### src/hdl/assert_macros.svh
// ----------------------------------------------------------------------------
// Assertion macros
// Shared concurrent assertion forms for the contact constraint evaluator.
// ----------------------------------------------------------------------------
`ifndef ASSERT_MACROS_SVH
`define ASSERT_MACROS_SVH

// same-cycle implication
`define FCC_ASSERT_NOW(label, clk, rst, ante, cons) \
   label: assert property (@(posedge clk) disable iff (rst) (ante) |-> (cons)) \
      else $error("fcc assertion failed: same-cycle implication");

// next-cycle implication
`define FCC_ASSERT_NEXT(label, clk, rst, ante, cons) \
   label: assert property (@(posedge clk) disable iff (rst) (ante) |=> (cons)) \
      else $error("fcc assertion failed: next-cycle implication");

`endif

### src/hdl/fcc_pkg.sv
// ----------------------------------------------------------------------------
// fcc_pkg
// Constants, types and helpers of the friction cone constraint evaluator.
// ----------------------------------------------------------------------------
package fcc_pkg;

   localparam int FORCE_FRAC_BITS  = 8;
   localparam int NORMAL_FRAC_BITS = 14;
   localparam int MU_FRAC          = 12;
   localparam int DER_FRAC         = 16;

   localparam int FRONT_STAGES = 9;
   localparam int SQ_STAGES    = 32;
   localparam int DIV_QBITS    = 33;
   localparam int DIV_STAGES   = DIV_QBITS + 1;
   localparam int NUM_DIV      = 6;

   localparam logic [15:0] FRICTION_COEFF_RESET   = 16'd4096;
   localparam logic [22:0] NORMAL_FORCE_MIN_RESET = 23'd0;

   typedef enum logic [0:0] {
      CSR_FRICTION_COEFF   = 1'b0,
      CSR_NORMAL_FORCE_MIN = 1'b1
   } fcc_csr_type;

   // front end result, carried through the square root
   typedef struct packed {
      logic [2:0][62:0] mag_u;
      logic [2:0]       neg_u;
      logic [2:0][63:0] mag_v;
      logic [2:0]       neg_v;
      logic [2:0][22:0] mn;
      logic [2:0][28:0] mf;
      logic [31:0]      uni;
      logic [32:0]      m;
      logic             degen;
   } fcc_front_type;

   // values carried through the dividers
   typedef struct packed {
      logic             degen;
      logic [31:0]      cone;
      logic [31:0]      uni;
      logic [2:0][22:0] mn;
      logic [2:0][28:0] mf;
   } fcc_post_type;

   function automatic logic signed [31:0] sat32(input logic signed [63:0] x);
      logic signed [31:0] r;
      if (x > 64'sh0000_0000_7FFF_FFFF) begin
         r = 32'sh7FFF_FFFF;
      end else if (x < -64'sh0000_0000_8000_0000) begin
         r = 32'sh8000_0000;
      end else begin
         r = x[31:0];
      end
      return r;
   endfunction

endpackage

### src/hdl/fcc_sqrt.sv
// ----------------------------------------------------------------------------
// fcc_sqrt
// Pipelined integer square root, one result bit per stage.
// ----------------------------------------------------------------------------
module fcc_sqrt #(
   parameter int SIDE_W = 1
) (
   input  logic              clock,
   input  logic              reset,
   input  logic              adv,
   input  logic              in_valid,
   input  logic [63:0]       in_rad,
   input  logic [SIDE_W-1:0] in_side,
   output logic              out_valid,
   output logic [31:0]       out_root,
   output logic [SIDE_W-1:0] out_side
);
   localparam int NS = fcc_pkg::SQ_STAGES;

   logic              v_ff    [NS];
   logic [33:0]       rem_ff  [NS];
   logic [31:0]       root_ff [NS];
   logic [63:0]       x_ff    [NS];
   logic [SIDE_W-1:0] side_ff [NS];

   for (genvar k = 0; k < NS; k++) begin : g_stage
      logic              pv;
      logic [33:0]       prem;
      logic [31:0]       proot;
      logic [63:0]       px;
      logic [SIDE_W-1:0] pside;
      logic [35:0]       rem_sh;
      logic [35:0]       trial;
      logic              ge;

      if (k == 0) begin : g_first
         assign pv    = in_valid;
         assign prem  = '0;
         assign proot = '0;
         assign px    = in_rad;
         assign pside = in_side;
      end else begin : g_next
         assign pv    = v_ff[k-1];
         assign prem  = rem_ff[k-1];
         assign proot = root_ff[k-1];
         assign px    = x_ff[k-1];
         assign pside = side_ff[k-1];
      end

      assign rem_sh = {prem, px[63:62]};
      assign trial  = {2'b00, proot, 2'b01};
      assign ge     = (rem_sh >= trial);

      always_ff @(posedge clock) begin
         if (reset) begin
            v_ff[k] <= 1'b0;
         end else if (adv) begin
            v_ff[k] <= pv;
         end
      end

      always_ff @(posedge clock) begin
         if (adv) begin
            rem_ff[k]  <= ge ? 34'(rem_sh - trial) : rem_sh[33:0];
            root_ff[k] <= {proot[30:0], ge};
            x_ff[k]    <= {px[61:0], 2'b00};
            side_ff[k] <= pside;
         end
      end
   end

   assign out_valid = v_ff[NS-1];
   assign out_root  = root_ff[NS-1];
   assign out_side  = side_ff[NS-1];

endmodule

### config.mk
export PLATFORM = sky130hd
export DESIGN_NAME = fcc_sqrt
export DESIGN_NICKNAME = d
export VERILOG_FILES = /design/src/hdl/assert_macros.svh /design/src/hdl/fcc_pkg.sv /design/src/hdl/fcc_sqrt.sv
export SDC_FILE = /design/constraint.sdc
export NUM_CORES = 2
export LEC_CHECK = 0
export BUFFER_PORTS_ARGS = -buffer_cell sky130_fd_sc_hd__buf_2
export CORE_MARGIN = 1
export CORE_UTILIZATION = 39
export CTS_CLUSTER_DIAMETER = 50
export CTS_CLUSTER_SIZE = 12
export DETAILED_ROUTE_END_ITERATION = 6
export PLACE_DENSITY = 0.5
export SKIP_LAST_GASP = 1
export SLEW_MARGIN = 20
export SYNTH_ARGS = -nofsm -noshare
export SYNTH_HDL_FRONTEND = slang
export SYNTH_MEMORY_MAX_BITS = 65536
export SYNTH_SLANG_ARGS = --single-unit
### constraint.sdc
create_clock -name clock -period 8.65 [get_ports clock]
set_input_delay 0.4325 -clock clock [delete_from_list [all_inputs] [get_ports clock]]
set_output_delay 0.4325 -clock clock [all_outputs]
set_load 0.05 [all_outputs]
== Yosys cells after proc, flatten, opt, wreduce, memory -nomap -nowiden ==
Memories as Yosys holds them, arrays and structs flattened.
Cells that the tools add are included.

* Input port bits: 69
* Register bits after elaboration: 0
* Bits in writable memories: 4160
* Word-level logic and storage cells: 171
* Output and inout bits: 34
* Memories: 5

{| class="wikitable"
|+ Memory list
! memory !! depth !! width !! rd ports !! clocked after memory_dff !! wr ports !! RTL line !! RTL
|-
| x_ff || 32 || 62 || 31 || 0 || 32 || fcc_sqrt.sv:23 || <nowiki>logic [63:0] x_ff [NS];</nowiki>
|-
| rem_ff || 32 || 34 || 31 || 0 || 32 || fcc_sqrt.sv:21 || <nowiki>logic [33:0] rem_ff [NS];</nowiki>
|-
| root_ff || 32 || 32 || 32 || 0 || 32 || fcc_sqrt.sv:22 || <nowiki>logic [31:0] root_ff [NS];</nowiki>
|-
| side_ff || 32 || 1 || 32 || 0 || 32 || fcc_sqrt.sv:24 || <nowiki>logic [SIDE_W-1:0] side_ff [NS];</nowiki>
|-
| v_ff || 32 || 1 || 32 || 0 || 32 || fcc_sqrt.sv:20 || <nowiki>logic v_ff [NS];</nowiki>
|}

* Bitwise logic cells: 32
* $lt $le $gt $ge: 32
* Muxes and demuxes: 70
* Add/sub/neg operators: 32

{| class="wikitable"
|+ Operators by type and width
! operator !! number
|-
| $ge 36x34->1 || 31
|-
| $mux 34 || 32
|-
| $sub 34x34->34 || 31
|-
| $mux 1 || 38
|-
| $or 1x1->1 || 32
|-
| $sub 2x1->3 const B || 1
|-
| $ge 2x1->1 const B || 1
|}

== Logic depth before layout (Yosys ltp) ==
* Depth after elaboration: 4
* Mapped depth: 15
* Mapped depth without buffers: 13

== Least setup slack after synthesis ==
No wires, ideal clock.

* Path type: reg-to-reg
* From: memory rem_ff[6][8] (netlist: rem_ff[0][212])
* To: memory rem_ff[7][31] (netlist: rem_ff[0][269]) (data pin)
* Cell stages (with the launch flop): 11
* Library setup time: 0.271 ns
* Arrival: 3.181 ns
* Clock period less this slack: 3.452 ns
* Slack: 5.198 ns
* Cell sequence: edfxtp_1 > or4_4 > or4_1 > or3_1 > nand2b_1 > or4_1 > nor3_4 > or3_1 > buf_4 > nor4_1 > xor2_1

{| class="wikitable"
|+ RTL lines
! what !! RTL line
|-
| start: declaration || fcc_sqrt.sv:21
|}

==> reports/metrics.cfg <==
[finish]
final_cell_mix = 2,587 x edfxtp_1, 715 x inv_1, 628 x nand2_1
drive_above_1_share_pct = 8.496
nets = 10280
postLayoutCoreUtil_pct = 44.88
layout_commonest_cell = edfxtp_1
synthToLayoutAreaGrowth_pct = 14.41

[synthesis]
ys_types = 88
synth-async-reset-ratio_pct = 0
synthFlopType = edfxtp_1
avgSynthCellArea_um2 = 12.92
synth-warning-count = 0
ys_seq_elements = 2587
synth_nets = 9922
netlist_instances = 9291
synth-edff-count = 2587
syn-cell-area_um2 = 120100
yosysSeqAreaShare_pct = 64.71

[routing]
wl_per_cell_um = 18.44
route.detailed.drc = 0
drtIter0Drc = 4845
drt-total-wl_mm = 258.2
detail-route-antenna-nets = 0
drt_first_pass_iters = 6
routed-via-count = 71740
via_per_inst = 5.124

[clocking]
clk_path_buf_depth = 4
cts_tree = yes
clock_sinks = 2587
cts_max_level = 5
clkTransAtPathRegs_ps = 60
root_buffer = clkbuf_16
cts_resized = 0
cts_setup_buffers = 0
numCtsBuffers = 341
clk_latency_ps = 900

[pwr]
p_clk_share_pct = 36.5
internal-power_mw = 26.98
p_sw_mw = 10.82
swShare_pct = 28.62
pwr-share-comb_pct = 18.8
vdd_drop_max_mv = 0.1596
p_seq_share_pct = 44.7
power.leakage_nw = 52.10
p_total_mw = 37.80
powerDensity_nw_per_um2 = 275.2

[run]
cap_violations = 0

[setup_path]
slowest_stage = or4_1
critPathTopFamily = simple AND/OR/NAND/NOR gates
max_stage_delay_ps = 610
cp.required_ps = 9270
path_buf_inv = 0
critPathLaunchType = flop
critPathArrivalTime_ps = 5070
end_kind = flop
path_max_fanout = 16
cp_cell_sequence = or4_4 -> or4_1 -> or3_1 -> nand2b_1 -> or4_1 -> nor3_4 -> or3_1 -> nor4_1 -> xor2_1
critical_path_class = reg -> reg
rrSetupSlack_ps = 4200

[timing]
fin_setup_tns_ps = 0
fin_crit_ps = 4453
timing.hold.ws_ps = 166.1
slew_viol_final = 0
rsz0062_at_grt = no
tightest_slew_ps = 1278
finalSetupViolCount = 0
clock-skew-final_ps = 66.00
hold_viol = 0
post-route-period-util_pct = 51.47
fmax_mhz = 224.6
slew_headroom_pct = 14.77

[floorplanning]
die_x_um = 556.8
start_util_pct = 39.23
io_pins = 103
dieArea_um2 = 310100
core_area_um2 = 306100
die_height_um = 556.8
std_cell_rows = 203

[global_routing]
grt_overflow = 0
grt_pass1_vias = 71740
grt_use_total_pct = 16.47
grt_start_max_net_pins = 182
grt_pass1_wl_mm = 405.4
antenna_found_initial = 2

[placed_design]
hpwlAfterDp_mm = 184.0
port_buffers = 102
gp_congestion = 0.8917

[outcome]
outcome = completed

[worst_hold_path]
hp-class = in -> reg

-- power by group through the flow --
stage	sequential (mW)	combinational [mW]	clock, mW
finish	16.9	7.11	13.8
detailed placement	17.2	7.07	0
floorplan	16.6	5.21	0
global route	17.1	7.96	14.7
CTS	16.9	7.14	14.3
global placement	17.2	7.01	0
-- stage by stage --
step / area [µm²] / instances / setup slack [ps]
finish: 137400 / 14000 / 4197
global route: 137400 / 14000 / 3926
floorplan: 120100 / 9291 / 5198
detailed placement: 125500 / 13340 / 4202
CTS: 137400 / 14000 / 4199
global placement: 125500 / 13340 / 4218
-- layer usage --
metal | track usage, % | wire [µm] | up-vias
li1 | - | - | 35210
met1 | 20.49 | 110800 | 34730
met2 | 29.25 | 129700 | 1294
met3 | 2.019 | 8801 | 501
met4 | 6.028 | 8938 | 0
met5 | 0 | 0 | -
-- worst min-delay path, delay by kind of cell --
kind / cells / cell delay [ps]
buffers and inverters: 1 / 90
AND/OR/NAND/NOR: 2 / 370
-- cells by family (layout without fill, tap and decap cells) --
group           after synthesis  after routing  synth area share, %
other cells                   1              3             0.003123
buf+inv                     931           1539                2.915
xor+xnor                    841            841                6.135
flops                      2587           2587                64.71
compound gates             1868           1868                9.727
mux                          71             71               0.6545
simple gates               2430           2430                10.00
fa+ha+maj                   562            562                5.857
-- repair_timing --
item,in CTS,in global routing
endpoints found under the hold margin,67,0
hold buffers,67,0
setup endpoints to repair,0,0
-- flip-flops by register name, indices dropped and copies added (netlist names) --
signal   flops
rem_ff    1003
x_ff       992
root_ff    528
side_ff     32
v_ff        32
-- final timing paths --
path | startpoint | depth (start not counted) | endpoint
worst max-delay path | rem_ff[0][212] | 9 | rem_ff[0][269]
worst max register to register | rem_ff[0][212] | 9 | rem_ff[0][269]
worst min-delay path | reset | 3 | v_ff[15][1]
worst min register to register | x_ff[3][165] | 0 | x_ff[3][229]
-- layout make-up --
class | count | area [µm²]
diodes | 2 | 5.005
clock buffers | 377 | 8753
clock inverters | 220 | 2387
fillers | 27740 | 168700
inverters | 722 | 2710
multi-input cells | 5773 | 38980
flip-flops and latches | 2587 | 77680
well taps | 4100 | 5130
repair buffers | 220 | 1717
-- synthesized netlist by cell type, types with 130 or more instances --
cell type | n | area, µm²
inv_1 | 715 | 2684
clkbuf_1 | 191 | 716.9
nor2_1 | 566 | 2125
nand2_1 | 628 | 2357
nor3_1 | 227 | 1136
nor4_1 | 130 | 813.3
ha_1 | 562 | 7032
a21oi_1 | 561 | 2808
o21ai_0 | 471 | 2357
nand3_1 | 171 | 855.8
a21o_1 | 234 | 1757
xor2_1 | 443 | 3880
xnor2_1 | 398 | 3486
edfxtp_1 | 2587 | 77680
No activity file was read; power rests on OpenSTA's default activity.
